$ cat src/hdl/assert_macros.svh
// Assertion macros shared by the envelope generator RTL.
// Included by every file that carries concurrent assertions; no other dependencies.
`ifndef ASSERT_MACROS_SVH
`define ASSERT_MACROS_SVH
`ifndef SYNTHESIS
// Antecedent holds in a cycle -> consequent holds in that same cycle.
`define ASSERT_IMPLIES(label, clk, rst_n, ante, cons) \
    label: assert property (@(posedge clk) disable iff (!rst_n) (ante) |-> (cons)) \
        else $error("assertion failed");
// Antecedent holds in a cycle -> consequent holds in the next cycle.
`define ASSERT_NEXT(label, clk, rst_n, ante, cons) \
    label: assert property (@(posedge clk) disable iff (!rst_n) (ante) |=> (cons)) \
        else $error("assertion failed");
`else
`define ASSERT_IMPLIES(label, clk, rst_n, ante, cons)
`define ASSERT_NEXT(label, clk, rst_n, ante, cons)
`endif
`endif

$ cat src/hdl/evg_pkg.sv
// Shared types, codes and helpers of the envelope generator.
// No dependencies; used by evg_div, eight_stage_envelope_generator and its testbench.
`default_nettype none

package evg_pkg;

    localparam int LEVEL_W     = 16;   // table level and output sample
    localparam int KIND_W      = 2;
    localparam int INDEX_W     = 3;
    localparam int CFG_W       = 4;    // sustain / release stage registers
    localparam int STAGE_OUT_W = 4;
    localparam int ACC_W       = 32;
    localparam int SLOPE_W     = 32;
    localparam int DIVIDEND_W  = LEVEL_W + 1;
    localparam int APB_DATA_W  = 32;
    localparam int APB_ADDR_W  = 3;

    localparam logic [CFG_W-1:0] CFG_RESET = 4'd8;  // stage 8: none / no jump

    // request kinds
    localparam logic [KIND_W-1:0] KIND_TICK    = 2'd0;
    localparam logic [KIND_W-1:0] KIND_TRIGGER = 2'd1;
    localparam logic [KIND_W-1:0] KIND_RELEASE = 2'd2;
    localparam logic [KIND_W-1:0] KIND_LOAD    = 2'd3;

    // register indexes (byte address 4*index)
    localparam logic REG_SUSTAIN = 1'b0;
    localparam logic REG_RELEASE = 1'b1;

    typedef enum logic [5:0] {
        S_IDLE = 6'b000001,
        S_TICK = 6'b000010,
        S_RD_A = 6'b000100,
        S_RD_B = 6'b001000,
        S_DIV  = 6'b010000,
        S_OUT  = 6'b100000
    } t_state;

    // Clamp the 32-bit accumulator to the signed 16-bit sample range.
    function automatic logic signed [LEVEL_W-1:0] sat_level(input logic [ACC_W-1:0] acc);
        logic signed [ACC_W-1:0] v;
        logic signed [LEVEL_W-1:0] res;
        v = signed'(acc);
        if (v > 32'sd32767) begin
            res = 16'sh7FFF;
        end else if (v < -32'sd32768) begin
            res = 16'sh8000;
        end else begin
            res = signed'(acc[LEVEL_W-1:0]);
        end
        return res;
    endfunction

endpackage

`default_nettype wire

$ cat src/hdl/evg_ram.sv
// Generic simple dual-port RAM: one write port, one read port, registered read.
// No dependencies.
`default_nettype none

module evg_ram #(
    parameter int WIDTH = 8,
    parameter int DEPTH = 8
) (
    input  wire logic                     i_clk,
    input  wire logic                     i_we,
    input  wire logic [$clog2(DEPTH)-1:0] i_waddr,
    input  wire logic [WIDTH-1:0]         i_wdata,
    input  wire logic [$clog2(DEPTH)-1:0] i_raddr,
    output logic      [WIDTH-1:0]         o_rdata
);

    logic [WIDTH-1:0] r_mem [DEPTH];
    logic [WIDTH-1:0] r_rdata;

    always_ff @(posedge i_clk) begin
        if (i_we) begin
            r_mem[i_waddr] <= i_wdata;
        end
        r_rdata <= r_mem[i_raddr];
    end

    assign o_rdata = r_rdata;

endmodule

`default_nettype wire

$ cat src/hdl/evg_div.sv
// Iterative restoring divider for the stage slope: signed 17-bit difference over
// an unsigned length, truncated toward zero, one quotient bit per cycle. Uses evg_pkg.
`default_nettype none
`include "assert_macros.svh"

module evg_div #(
    parameter int LENGTH_BITS = 24
) (
    input  wire logic                                 i_clk,
    input  wire logic                                 i_rst_n,
    input  wire logic                                 i_start,
    input  wire logic signed [evg_pkg::DIVIDEND_W-1:0] i_dividend,
    input  wire logic        [LENGTH_BITS-1:0]        i_divisor,
    output logic                                      o_done,
    output logic             [evg_pkg::SLOPE_W-1:0]   o_quotient
);

    localparam int DW = evg_pkg::DIVIDEND_W;
    localparam int QW = evg_pkg::SLOPE_W;
    localparam int CW = $clog2(DW);

    logic                   r_busy;
    logic                   r_done;
    logic [CW-1:0]          r_cnt;
    logic                   r_neg;
    logic [DW-1:0]          r_quo;
    logic [LENGTH_BITS:0]   r_rem;
    logic [LENGTH_BITS-1:0] r_div;

    logic [DW-1:0]          w_mag;
    logic [LENGTH_BITS:0]   w_rem_sh;
    logic                   w_ge;
    logic [LENGTH_BITS:0]   w_rem_nx;

    assign w_mag    = i_dividend[DW-1] ? (~i_dividend + 1'b1) : i_dividend;
    // remainder stays below the divisor, so its top bit is free for the shift
    assign w_rem_sh = {r_rem[LENGTH_BITS-1:0], r_quo[DW-1]};
    assign w_ge     = (w_rem_sh >= {1'b0, r_div});
    assign w_rem_nx = w_ge ? (w_rem_sh - {1'b0, r_div}) : w_rem_sh;

    always_ff @(posedge i_clk) begin
        if (!i_rst_n) begin
            r_busy <= 1'b0;
            r_done <= 1'b0;
            r_cnt  <= '0;
        end else if (i_start) begin
            r_busy <= 1'b1;
            r_done <= 1'b0;
            r_cnt  <= '0;
        end else if (r_busy) begin
            r_cnt <= r_cnt + 1'b1;
            if (r_cnt == CW'(DW - 1)) begin
                r_busy <= 1'b0;
                r_done <= 1'b1;
            end
        end else begin
            r_done <= 1'b0;
        end
    end

    always_ff @(posedge i_clk) begin
        if (i_start) begin
            r_neg <= i_dividend[DW-1];
            r_quo <= w_mag;
            r_rem <= '0;
            r_div <= i_divisor;
        end else if (r_busy) begin
            r_rem <= w_rem_nx;
            r_quo <= {r_quo[DW-2:0], w_ge};
        end
    end

    assign o_done     = r_done;
    assign o_quotient = r_neg ? (~QW'(r_quo) + 1'b1) : QW'(r_quo);

    `ASSERT_IMPLIES(a_start_when_free, i_clk, i_rst_n, i_start, !r_busy)
    `ASSERT_NEXT(a_done_one_cycle, i_clk, i_rst_n, r_done && !i_start, !r_done)
    `ASSERT_IMPLIES(a_busy_not_done, i_clk, i_rst_n, r_busy, !r_done)

endmodule

`default_nettype wire

$ cat src/hdl/eight_stage_envelope_generator.sv
// Top level of the eight-stage linear envelope generator.
// Uses evg_pkg, evg_ram (level/length table) and evg_div (slope divider).
//
//   channel   direction  handshake                  payload
//   in        request    i_in_valid / o_in_ready    i_kind, i_entry_index, i_entry_level,
//                                                   i_entry_length
//   out       result     o_out_valid / i_out_ready  o_envelope_level, o_stage_now, o_finished
//   config    APB write  psel, penable, pwrite      paddr, pwdata, prdata (pready tied high)
//
// One request at a time. A load writes the table from idle; a tick that stays in its stage
// passes the tick and output states. A trigger, jumping release or stage change to a slope
// reads the stage's entry and, unless that stage is last or of zero length, the next entry
// from the single-read-port RAM, then runs the 17-step slope divider.
// Reset is synchronous; the table holds no reset value and needs no clearing pass.
// A result waiting in the output register does not block acceptance of the next request;
// the sequencer only stalls when it must place a new result over an untaken one.
`default_nettype none
`include "assert_macros.svh"

module eight_stage_envelope_generator #(
    parameter int NUM_STAGES  = 8,
    parameter int LENGTH_BITS = 24
) (
    input  wire logic                                    i_clk,
    input  wire logic                                    i_rst_n,
    // request channel
    input  wire logic                                    i_in_valid,
    output logic                                         o_in_ready,
    input  wire logic        [evg_pkg::KIND_W-1:0]       i_kind,
    input  wire logic        [evg_pkg::INDEX_W-1:0]      i_entry_index,
    input  wire logic signed [evg_pkg::LEVEL_W-1:0]      i_entry_level,
    input  wire logic        [LENGTH_BITS-1:0]           i_entry_length,
    // result channel
    output logic                                         o_out_valid,
    input  wire logic                                    i_out_ready,
    output logic signed      [evg_pkg::LEVEL_W-1:0]      o_envelope_level,
    output logic             [evg_pkg::STAGE_OUT_W-1:0]  o_stage_now,
    output logic                                         o_finished,
    // configuration port
    input  wire logic                                    psel,
    input  wire logic                                    penable,
    input  wire logic                                    pwrite,
    input  wire logic        [evg_pkg::APB_ADDR_W-1:0]   paddr,
    input  wire logic        [evg_pkg::APB_DATA_W-1:0]   pwdata,
    output logic             [evg_pkg::APB_DATA_W-1:0]   prdata,
    output logic                                         pready
);

    localparam int LW    = evg_pkg::LEVEL_W;
    localparam int ACCW  = evg_pkg::ACC_W;
    localparam int SLW   = evg_pkg::SLOPE_W;
    localparam int CFGW  = evg_pkg::CFG_W;
    localparam int OSTW  = evg_pkg::STAGE_OUT_W;
    localparam int DVW   = evg_pkg::DIVIDEND_W;
    localparam int PDW   = evg_pkg::APB_DATA_W;
    localparam int STW   = $clog2(NUM_STAGES + 1);
    localparam int AW    = $clog2(NUM_STAGES);
    localparam int ENTW  = LW + LENGTH_BITS;

    evg_pkg::t_state r_state, n_state;

    logic [STW-1:0]         r_stage, n_stage;
    logic [LENGTH_BITS-1:0] r_count, n_count;
    logic [ACCW-1:0]        r_acc, n_acc;
    logic [SLW-1:0]         r_slope, n_slope;
    logic                   r_released, n_released;
    logic                   r_running, n_running;
    logic [CFGW-1:0]        r_sustain, r_release;
    logic [AW-1:0]          r_st, n_st;          // stage whose slope is being set
    logic                   r_set_acc, n_set_acc;
    logic                   r_from_tick, n_from_tick;
    logic                   r_out_valid, n_out_valid;

    // payload registers
    logic [LENGTH_BITS-1:0] r_len_a, n_len_a;
    logic [LW-1:0]          r_lvl_a, n_lvl_a;
    logic signed [LW-1:0]   r_out_level;
    logic [OSTW-1:0]        r_out_stage;
    logic                   r_out_finished;

    logic                   w_we;
    logic [AW-1:0]          w_raddr;
    logic [ENTW-1:0]        w_rdata;
    logic [LW-1:0]          w_rd_level;
    logic [LENGTH_BITS-1:0] w_rd_len;
    logic                   w_div_start;
    logic                   w_div_done;
    logic [SLW-1:0]         w_div_q;
    logic signed [DVW-1:0]  w_diff;
    logic                   w_load_out;
    logic                   w_cfg_wr;
    logic [STW-1:0]         w_stage_inc;
    logic [LENGTH_BITS-1:0] w_count_inc;
    logic [ACCW-1:0]        w_acc_sum;

    evg_ram #(
        .WIDTH (ENTW),
        .DEPTH (NUM_STAGES)
    ) u_table (
        .i_clk   (i_clk),
        .i_we    (w_we),
        .i_waddr (AW'(i_entry_index)),
        .i_wdata ({i_entry_level, i_entry_length}),
        .i_raddr (w_raddr),
        .o_rdata (w_rdata)
    );

    assign w_rd_level = w_rdata[LENGTH_BITS +: LW];
    assign w_rd_len   = w_rdata[LENGTH_BITS-1:0];
    assign w_diff     = signed'({w_rd_level[LW-1], w_rd_level})
                      - signed'({r_lvl_a[LW-1], r_lvl_a});

    evg_div #(
        .LENGTH_BITS (LENGTH_BITS)
    ) u_div (
        .i_clk      (i_clk),
        .i_rst_n    (i_rst_n),
        .i_start    (w_div_start),
        .i_dividend (w_diff),
        .i_divisor  (r_len_a),
        .o_done     (w_div_done),
        .o_quotient (w_div_q)
    );

    assign w_stage_inc = r_stage + 1'b1;
    assign w_count_inc = r_count + 1'b1;
    assign w_acc_sum   = r_acc + r_slope;

    always_comb begin
        n_state     = r_state;
        n_stage     = r_stage;
        n_count     = r_count;
        n_acc       = r_acc;
        n_slope     = r_slope;
        n_released  = r_released;
        n_running   = r_running;
        n_st        = r_st;
        n_set_acc   = r_set_acc;
        n_from_tick = r_from_tick;
        n_len_a     = r_len_a;
        n_lvl_a     = r_lvl_a;
        n_out_valid = r_out_valid && !i_out_ready;
        w_we        = 1'b0;
        w_raddr     = r_st;
        w_div_start = 1'b0;
        w_load_out  = 1'b0;

        unique case (r_state)
            evg_pkg::S_IDLE: begin
                if (i_in_valid) begin
                    unique case (i_kind)
                        evg_pkg::KIND_LOAD: begin
                            w_we = (32'(i_entry_index) < NUM_STAGES);
                        end
                        evg_pkg::KIND_TRIGGER: begin
                            n_stage     = '0;
                            n_count     = '0;
                            n_released  = 1'b0;
                            n_running   = 1'b1;
                            n_st        = '0;
                            n_set_acc   = 1'b1;
                            n_from_tick = 1'b0;
                            w_raddr     = '0;
                            n_state     = evg_pkg::S_RD_A;
                        end
                        evg_pkg::KIND_RELEASE: begin
                            n_released = 1'b1;
                            if (32'(r_release) < NUM_STAGES) begin
                                n_stage     = STW'(r_release);
                                n_count     = '0;
                                n_st        = AW'(r_release);
                                n_set_acc   = 1'b0;
                                n_from_tick = 1'b0;
                                w_raddr     = AW'(r_release);
                                n_state     = evg_pkg::S_RD_A;
                            end
                        end
                        evg_pkg::KIND_TICK: begin
                            if (r_running && (32'(r_stage) < NUM_STAGES)) begin
                                w_raddr = AW'(r_stage);
                                n_state = evg_pkg::S_TICK;
                            end else begin
                                n_state = evg_pkg::S_OUT;
                            end
                        end
                        default: ;
                    endcase
                end
            end
            evg_pkg::S_TICK: begin
                n_acc   = w_acc_sum;
                n_count = w_count_inc;
                n_state = evg_pkg::S_OUT;
                if (w_count_inc >= w_rd_len) begin
                    n_stage = w_stage_inc;
                    n_count = '0;
                    if (32'(w_stage_inc) >= NUM_STAGES) begin
                        // past the last stage: hold its table level
                        n_acc = ACCW'(signed'(w_rd_level));
                    end else if (!r_released && (32'(w_stage_inc) == 32'(r_sustain))) begin
                        n_slope = '0;
                    end else begin
                        n_st        = AW'(w_stage_inc);
                        n_set_acc   = 1'b0;
                        n_from_tick = 1'b1;
                        w_raddr     = AW'(w_stage_inc);
                        n_state     = evg_pkg::S_RD_A;
                    end
                end
            end
            evg_pkg::S_RD_A: begin
                n_len_a = w_rd_len;
                n_lvl_a = w_rd_level;
                if (r_set_acc) begin
                    n_acc = ACCW'(signed'(w_rd_level));
                end
                if ((32'(r_st) + 32'd1) >= NUM_STAGES) begin
                    // last stage keeps the slope it had
                    n_state = r_from_tick ? evg_pkg::S_OUT : evg_pkg::S_IDLE;
                end else if (w_rd_len == '0) begin
                    n_slope = '0;
                    n_state = r_from_tick ? evg_pkg::S_OUT : evg_pkg::S_IDLE;
                end else begin
                    w_raddr = AW'(32'(r_st) + 32'd1);
                    n_state = evg_pkg::S_RD_B;
                end
            end
            evg_pkg::S_RD_B: begin
                w_div_start = 1'b1;
                n_state     = evg_pkg::S_DIV;
            end
            evg_pkg::S_DIV: begin
                if (w_div_done) begin
                    n_slope = w_div_q;
                    n_state = r_from_tick ? evg_pkg::S_OUT : evg_pkg::S_IDLE;
                end
            end
            evg_pkg::S_OUT: begin
                // hold until the output register is free
                if (!r_out_valid || i_out_ready) begin
                    w_load_out  = 1'b1;
                    n_out_valid = 1'b1;
                    n_state     = evg_pkg::S_IDLE;
                end
            end
            default: begin
                n_state = evg_pkg::S_IDLE;
            end
        endcase
    end

    assign w_cfg_wr = psel && penable && pwrite && pready;

    always_ff @(posedge i_clk) begin
        if (!i_rst_n) begin
            r_state     <= evg_pkg::S_IDLE;
            r_stage     <= '0;
            r_count     <= '0;
            r_acc       <= '0;
            r_slope     <= '0;
            r_released  <= 1'b0;
            r_running   <= 1'b0;
            r_st        <= '0;
            r_set_acc   <= 1'b0;
            r_from_tick <= 1'b0;
            r_out_valid <= 1'b0;
            r_sustain   <= evg_pkg::CFG_RESET;
            r_release   <= evg_pkg::CFG_RESET;
        end else begin
            r_state     <= n_state;
            r_stage     <= n_stage;
            r_count     <= n_count;
            r_acc       <= n_acc;
            r_slope     <= n_slope;
            r_released  <= n_released;
            r_running   <= n_running;
            r_st        <= n_st;
            r_set_acc   <= n_set_acc;
            r_from_tick <= n_from_tick;
            r_out_valid <= n_out_valid;
            if (w_cfg_wr) begin
                unique case (paddr[2])
                    evg_pkg::REG_SUSTAIN: r_sustain <= pwdata[CFGW-1:0];
                    evg_pkg::REG_RELEASE: r_release <= pwdata[CFGW-1:0];
                    default: ;
                endcase
            end
        end
    end

    always_ff @(posedge i_clk) begin
        r_len_a <= n_len_a;
        r_lvl_a <= n_lvl_a;
        if (w_load_out) begin
            r_out_level    <= r_running ? evg_pkg::sat_level(r_acc) : '0;
            r_out_stage    <= OSTW'(r_stage);
            r_out_finished <= (32'(r_stage) >= NUM_STAGES);
        end
    end

    always_comb begin
        unique case (paddr[2])
            evg_pkg::REG_SUSTAIN: prdata = PDW'(r_sustain);
            evg_pkg::REG_RELEASE: prdata = PDW'(r_release);
            default:              prdata = '0;
        endcase
    end

    assign pready           = 1'b1;
    assign o_in_ready       = (r_state == evg_pkg::S_IDLE);
    assign o_out_valid      = r_out_valid;
    assign o_envelope_level = r_out_level;
    assign o_stage_now      = r_out_stage;
    assign o_finished       = r_out_finished;

    `ASSERT_IMPLIES(a_stage_range, i_clk, i_rst_n, 1'b1, 32'(r_stage) <= NUM_STAGES)
    `ASSERT_IMPLIES(a_done_count_clear, i_clk, i_rst_n,
                    32'(r_stage) == NUM_STAGES, r_count == '0)
    `ASSERT_IMPLIES(a_rd_b_after_rd_a, i_clk, i_rst_n,
                    r_state == evg_pkg::S_RD_B, $past(r_state) == evg_pkg::S_RD_A)
    `ASSERT_IMPLIES(a_div_exit_on_done, i_clk, i_rst_n,
                    r_state == evg_pkg::S_DIV && n_state != evg_pkg::S_DIV, w_div_done)
    `ASSERT_IMPLIES(a_write_only_idle, i_clk, i_rst_n,
                    w_we, r_state == evg_pkg::S_IDLE && !w_div_done)

endmodule

`default_nettype wire

$ cat config.mk
export PLATFORM = sky130hd
export DESIGN_NAME = eight_stage_envelope_generator
export DESIGN_NICKNAME = d
export VERILOG_FILES = /design/src/hdl/evg_pkg.sv /design/src/hdl/evg_ram.sv /design/src/hdl/evg_div.sv /design/src/hdl/eight_stage_envelope_generator.sv
export VERILOG_INCLUDE_DIRS = /design/src /design/src/hdl
export SDC_FILE = /design/constraint.sdc
export NUM_CORES = 1
export LEC_CHECK = 0
export ABC_AREA = 1
export CORE_AREA = 2 2 228 230
export CTS_CLUSTER_DIAMETER = 60
export DETAILED_ROUTE_END_ITERATION = 10
export DIE_AREA = 0 0 230 232
export DONT_BUFFER_PORTS = 1
export PLACE_DENSITY = 0.8
export REMOVE_ABC_BUFFERS = 1
export SETUP_SLACK_MARGIN = 0.4
export SLEW_MARGIN = 0
export SYNTH_ARGS = -nofsm -noshare
export SYNTH_HDL_FRONTEND = slang
export SYNTH_HIERARCHICAL = 1
export SYNTH_SLANG_ARGS = --single-unit
$ cat constraint.sdc
create_clock -name i_clk -period 10.1 [get_ports i_clk]
set_input_delay 1.01 -clock i_clk [delete_from_list [all_inputs] [get_ports i_clk]]
set_output_delay 1.01 -clock i_clk [all_outputs]
set_load 0.01 [all_outputs]
# After elaboration in Yosys (flattened, before gate mapping)
# Memory sizes are Yosys's and may differ from the RTL's. A register that Yosys moved wholly into a read port is not among the register bits.
# Cells that the tools add are included.
[classes]
order_cmp = 9
eq_ne = 24
n_reduce_logical = 30
bitwise_logic = 6
mux = 82
add_sub_neg = 9
[op_table]
columns = ["op", "n"]
rows = [
  ["2-to-1 mux 32 bit", 10],
  ["one-hot mux 32 bit (2 select lines)", 2],
  ["2-to-1 mux 24 bit", 4],
  ["one-hot mux 24 bit (2 select lines)", 2],
  ["one-hot mux 32 bit (3 select lines)", 1],
  ["2-to-1 mux 6 bit", 11],
  ["2-to-1 mux 17 bit", 3],
  ["one-hot mux 6 bit (6 select lines)", 1],
  ["adder 32 x 1 -> 32 bit, second input constant", 1],
  ["adder 32 bit", 1],
  ["greater-or-equal comparator 32 x 4 -> 1 bit, second input constant", 1],
  ["> comparator 32 x 16 -> 1 bit, second input constant", 1],
  ["less-than comparator 32 x 16 -> 1 bit, second input constant", 1],
  ["inverter 17 -> 32 bit", 1],
  ["2-to-1 mux 3 bit", 9],
  ["greater-or-equal comparator 25 x 24 -> 1 bit", 1],
  ["adder 24 x 1 -> 24 bit, second input constant", 1],
  ["greater-or-equal comparator 24 bit", 1],
  ["zero test 24 bit", 1],
  ["subtractor 24 bit", 1],
  ["2-to-1 mux 1 bit", 22],
  ["inequality test 2 bit, second input constant", 9],
  ["one-hot mux 3 bit (3 select lines)", 2],
  ["one-hot mux 6 bit (3 select lines)", 1],
  ["other kinds (42)", 72],
]
[word_totals]
reg_bits = 248
out_inout_bits = 56
n_memories = 1
mem_bits_rw = 320
[memory_table]
columns = ["memory", "words", "width", "rd", "rd_ports_with_merged_regs", "wr", "line", "source"]
rows = [
  ["u_table.r_mem", 8, 40, 1, 1, 1, "evg_ram.sv:17", "logic [WIDTH-1:0] r_mem [DEPTH];"],
]

# Longest topological paths before layout
[depth]
word_depth = 7
mapped_depth = 30
depth_no_buf = 27

# By module
# Netlist, hierarchy kept.
[by_module_without_submodules]
columns = ["mod", "cells_per_inst", "n_inst", "seq_area_each_um2", "area_per_inst_um2"]
rows = [
  ["evg_ram", 1441, 1, 10410.0, 14799.2],
  ["eight_stage_envelope_generator", 1753, 1, 4113.9, 12140.4],
  ["evg_div", 862, 1, 1881.8, 5708.0],
]

# Worst setup path before layout
# Ideal clock, no wire load.
[synth_timing]
path_kind = "register to register"
start = "reg r_state[4]"
end = "reg u_div.r_quo[0] (enable)"
synth_period_minus_slack_ns = 4.379
n_path_buf = 1
stages_incl_launch_ff = 7
t_required_ns = 9.728
t_arrival_ns = 4.007
path_slack_ns = 5.721
path_cell_list = "dfxtp_1 nor2_4 nand2_1 nor4_1 clkbuf_1 nor2_1 inv_1"
[synth_between]
elab_chain_len = 3
[synth_rtl]
columns = ["item", "line", "source"]
rows = [
  ["start: declaration", "eight_stage_envelope_generator.sv:60", "evg_pkg::t_state r_state, n_state;"],
  ["start signal: assignment", "eight_stage_envelope_generator.sv:256", "r_state <= evg_pkg::S_IDLE;"],
  ["start signal: assignment", "eight_stage_envelope_generator.sv:270", "r_state <= n_state;"],
  ["equality test 6 x 4 -> 1 bit", "eight_stage_envelope_generator.sv:148", "unique case (r_state)"],
  ["2-to-1 mux 1 bit", "eight_stage_envelope_generator.sv:148", ""],
  ["via w_div_start", "eight_stage_envelope_generator.sv:86", "logic w_div_start;"],
  ["nonzero test 2 bit (no source line)", "-", ""],
  ["end signal: assignment", "evg_div.sv:64", "r_quo <= w_mag;"],
  ["end signal: assignment", "evg_div.sv:69", "r_quo <= {r_quo[DW-2:0], w_ge};"],
  ["end: declaration", "evg_div.sv:26", "logic [DW-1:0] r_quo;"],
]
# The timed path passes the listed nets, and every way through them passes these cells.
# A chain may end at the register's enable or synchronous reset.

# Worst setup path after layout
[layout_timing]
start = "reg r_count[0]"
end = "reg u_table.r_rdata[23] (netlist: u_table/o_rdata[23]) (read register of u_table.r_mem)"
[layout_between]
elab_chain_len = 4
[layout_rtl]
columns = ["item", "line", "source"]
rows = [
  ["start: declaration", "eight_stage_envelope_generator.sv:63", "logic [LENGTH_BITS-1:0] r_count, n_count;"],
  ["start signal: assignment", "eight_stage_envelope_generator.sv:272", "r_count <= n_count;"],
  ["adder 24 x 1 -> 24 bit", "eight_stage_envelope_generator.sv:126", "assign w_count_inc = r_count + 1'b1;"],
  ["greater-or-equal comparator 24 bit", "eight_stage_envelope_generator.sv:194", "if (w_count_inc >= w_rd_len) begin"],
  ["2-to-1 mux 3 bit", "-", ""],
  ["one-hot mux 3 bit (3 select lines)", "eight_stage_envelope_generator.sv:148", ""],
  ["via w_raddr[0]", "eight_stage_envelope_generator.sv:82", "logic [AW-1:0] w_raddr;"],
  ["end: declaration", "evg_ram.sv:18", "logic [WIDTH-1:0] r_rdata;"],
]
# The timed path passes the listed nets, and every way through them passes these cells.

==> results_dict.tcl <==
set metrics [dict create \
    synth.distinct_cells 59 \
    viasPerCell 5.41 \
    crit_path_end_kind "flip-flop" \
    ys_seq_elements 608 \
    wl_mm 77.4 \
    hold_path_depth 0 \
    syn_area_per_cell_sq_um 8.05 \
    postPlaceCellArea_sq_um 32900 \
    grt_pass1_wl_mm 124 \
    seq_area_sq_um 16400 \
    io_pins 143 \
    gp_congestion 0.957 \
    cts_made_buffers 67 \
    clk_pin_slew_ps 60 \
    power_density_nw_per_um2 188 \
    yosys.area.top_type "edfxtp_1" \
    syn_inst 4056 \
    cpMaxStageDelayCell "buf_4" \
    yosysSeqAreaShare_pct 50.3 \
    p_leak_nw 16.4 \
    core_area_sq_um 50900 \
    max_freq_mhz 168 \
    synth_flop_cell "edfxtp_1" \
    cp_slowest_stage_delay_ps 870 \
    crit_type "flip-flop to flip-flop" \
    antenna-diode-count 0 \
    multiInputGateArea_sq_um 12600 \
    cts_resized 0 \
    cts_buffer_depth 3 \
    whs_ps 418 \
    grt_max_degree 109 \
    wl_per_cell_um 16.3 \
    min-delay-start "r_len_a[3]$_DFFE_PP_" \
    grtUsageTotal_pct 29.0 \
    die-height_um 232 \
    rsz0062_at_grt "no" \
    crit_path_frequent_cell "nand2_1" \
    overflow 0 \
    whs_endpoint "u_div/r_div[3]$_DFFE_PP_" \
    area_growth_pct 7.42 \
    fin_worst_skew_ps 26.8 \
    critical_path_required_ps 10570 \
    cts-root-buf "clkbuf_16" \
    netlist_area_sq_um 32600 \
    route.detailed.drc 0 \
    drt_iter0_markers 2378 \
    slew_viol_final 0 \
    drtAntennaViolNets 0 \
    peakVddDrop_uv 227 \
    cts_setup_buffers 0 \
    nets 4215 \
    synthTopCellsByArea "edfxtp_1, nand2_1, dfxtp_1" \
    first_pass_iters 6 \
    vias 25700 \
    tns_ps 0 \
    cts_hold_buf 0 \
    hold_viol_final 0 \
    slew_headroom_pct 21.7 \
    r2r_start "r_count[0]$_SDFFE_PN0P_" \
    status "finished, final reports clean" \
    synth_edf_count 423 \
    die_area_sq_um 53400 \
    reg2reg_to "u_table/o_rdata[23]$_DFF_P_" \
    ys_async_sr_fraction_pct 0 \
    clk_latency_ps 620 \
    yosysTopAreaCellShare_pct 38.9 \
    cts_tree "done" \
    path_max_fanout 89 \
    grt_pass1_vias 24500 \
    period_needed_ps 5960 \
    drive_gt1_share_pct 7.00 \
    min_period_over_period_pct 59.0 \
    ys_warn_count 6 \
    final_cell_area_sq_um 35100 \
    r2r_cells 28 \
    antenna_found_initial 0 \
    arrival_ps 6430 \
    dieWidth_um 230 \
    port_buffers 0 \
    clock_sinks 608 \
    num_rows 83 \
    drv_cap 0 \
    cts_max_level 3 \
    finalSetupViolations 0 \
    start_util_pct 64.2 \
    hpwl_mm 50.4 \
    n_fill_cell 3956 \
    tightest_slew_ps 1170 \
    startpoint_type "flip-flop" \
    hold_path_class "flip-flop to flip-flop" \
    rrSetupSlack_ps 4140 \
]
## synth_stat cells, types with 45 or more instances
cell type / n
nand4_1: 59
dfxtp_1: 185
nor2_1: 248
xor2_1: 54
a21oi_1: 169
clkbuf_1: 45
ha_1: 108
inv_1: 662
buf_2: 50
inv_2: 108
edfxtp_1: 423
nand3_1: 343
nand2_1: 1240
o21ai_0: 105
## cell families after synthesis
group                      count (synthesis)  synth area share (%)
xor gates and xnor gates                  86                  2.31
adders and majority gates                111                  4.32
buffers and inverters                    934                  11.8
other                                      2                0.0230
AOI/OAI and AO/OA                        336                  5.71
DFF                                      608                  50.3
and+or+nand+nor                         1979                  25.6
## where the power goes
group	leakage, nW	internal (mW)	switching (mW)
sequential	5.33	2.80	0.164
combinational	9.96	0.389	0.844
clock	1.06	1.37	1.02
## per-layer routing
metal  global-route usage (%)  vias to the layer above  share of wire [%]
met2                     49.5                      941                 48
met5                        0                        -                  0
met3                     5.19                      200                7.4
met1                     36.4                    11800                 41
met4                     12.5                        0                3.8
li1                         -                    12700                  -
## stage by stage
stage | power, mW | std cells | util [%] | worst slack (ps)
after floorplan | 3.86 | 3924 | - | 1330
after global placement | 4.18 | 4628 | 64.7 | 4440
after detailed placement | 4.22 | 4628 | 64.7 | 4300
after CTS | 6.59 | 4750 | 68.9 | 4260
after global routing | 6.87 | 4750 | 68.9 | 3660
final | 6.59 | 4750 | 68.9 | 4140
## cells in the final DEF (no fill, tap or decap), drive strengths merged, types with 2 or more instances in the layout
master and instances:
o21a 5, o41ai 2, a211oi 15, ha 108, o2111ai 2, o21bai 8
edfxtp 423, dfxtp 185, nand3b 17, nand2 1250, clkinv 27, xnor2 32
nand4 64, conb 29, nor2 256, fa 3, a21oi 171, buf 24
clkbuf 90, o211ai 3, nand3 347, nor4 11, xor2 54, a31oi 6
inv 776, bufinv 3, o31ai 4, nor3 30, o21ai 114, or2 4
## worst max-delay path, delay by kind of cell, from the launching register on
| family | cells | cell delay (ps) |
|---|---|---|
| AND/OR/NAND/NOR | 20 | 2610 |
| buffers and inverters | 5 | 1920 |
| adder cells (fa/ha/maj) | 2 | 530 |
| flip-flops | 1 | 420 |
| XOR/XNOR | 1 | 230 |
## how the worst max path moves through the flow
stage	end	slack (ps)	cells after the start	start
floorplan	u_table/o_rdata[0]$_DFF_P_	1330	26	r_count[0]$_SDFFE_PN0P_
global placement	u_table/o_rdata[23]$_DFF_P_	4440	28	r_count[0]$_SDFFE_PN0P_
detailed placement	u_table/o_rdata[23]$_DFF_P_	4300	28	r_count[0]$_SDFFE_PN0P_
CTS	u_table/o_rdata[23]$_DFF_P_	4260	28	r_count[0]$_SDFFE_PN0P_
global route	u_table/o_rdata[23]$_DFF_P_	3660	28	r_count[0]$_SDFFE_PN0P_
finish	u_table/o_rdata[23]$_DFF_P_	4140	28	r_count[0]$_SDFFE_PN0P_
## state kept, by name (all words and copies together) (netlist names), 3 cells and up
signal and cells:
o_stage_now 4, r_lvl_a 16, r_count 24, r_st 3, r_stage 4, u_div/r_div 24
r_release 4, r_slope 32, u_div/r_rem 24, u_div/r_quo 17, o_envelope_level 16, r_sustain 4
u_table/r_mem 320, r_acc 32, u_table/o_rdata 40, u_div/r_cnt 5, r_len_a 24, r_state 6
## area by class of cell
class / count / area share [%]
Sequential cell: 608 / 46.8
Clock inverter: 32 / 0.956
Clock buffer: 90 / 5.20
Tap cell: 680 / 2.43
Multi-Input combinational cell: 2541 / 35.8
Inverter: 775 / 8.32
Timing Repair Buffer: 24 / 0.514
(Power assumes the default switching activity.)
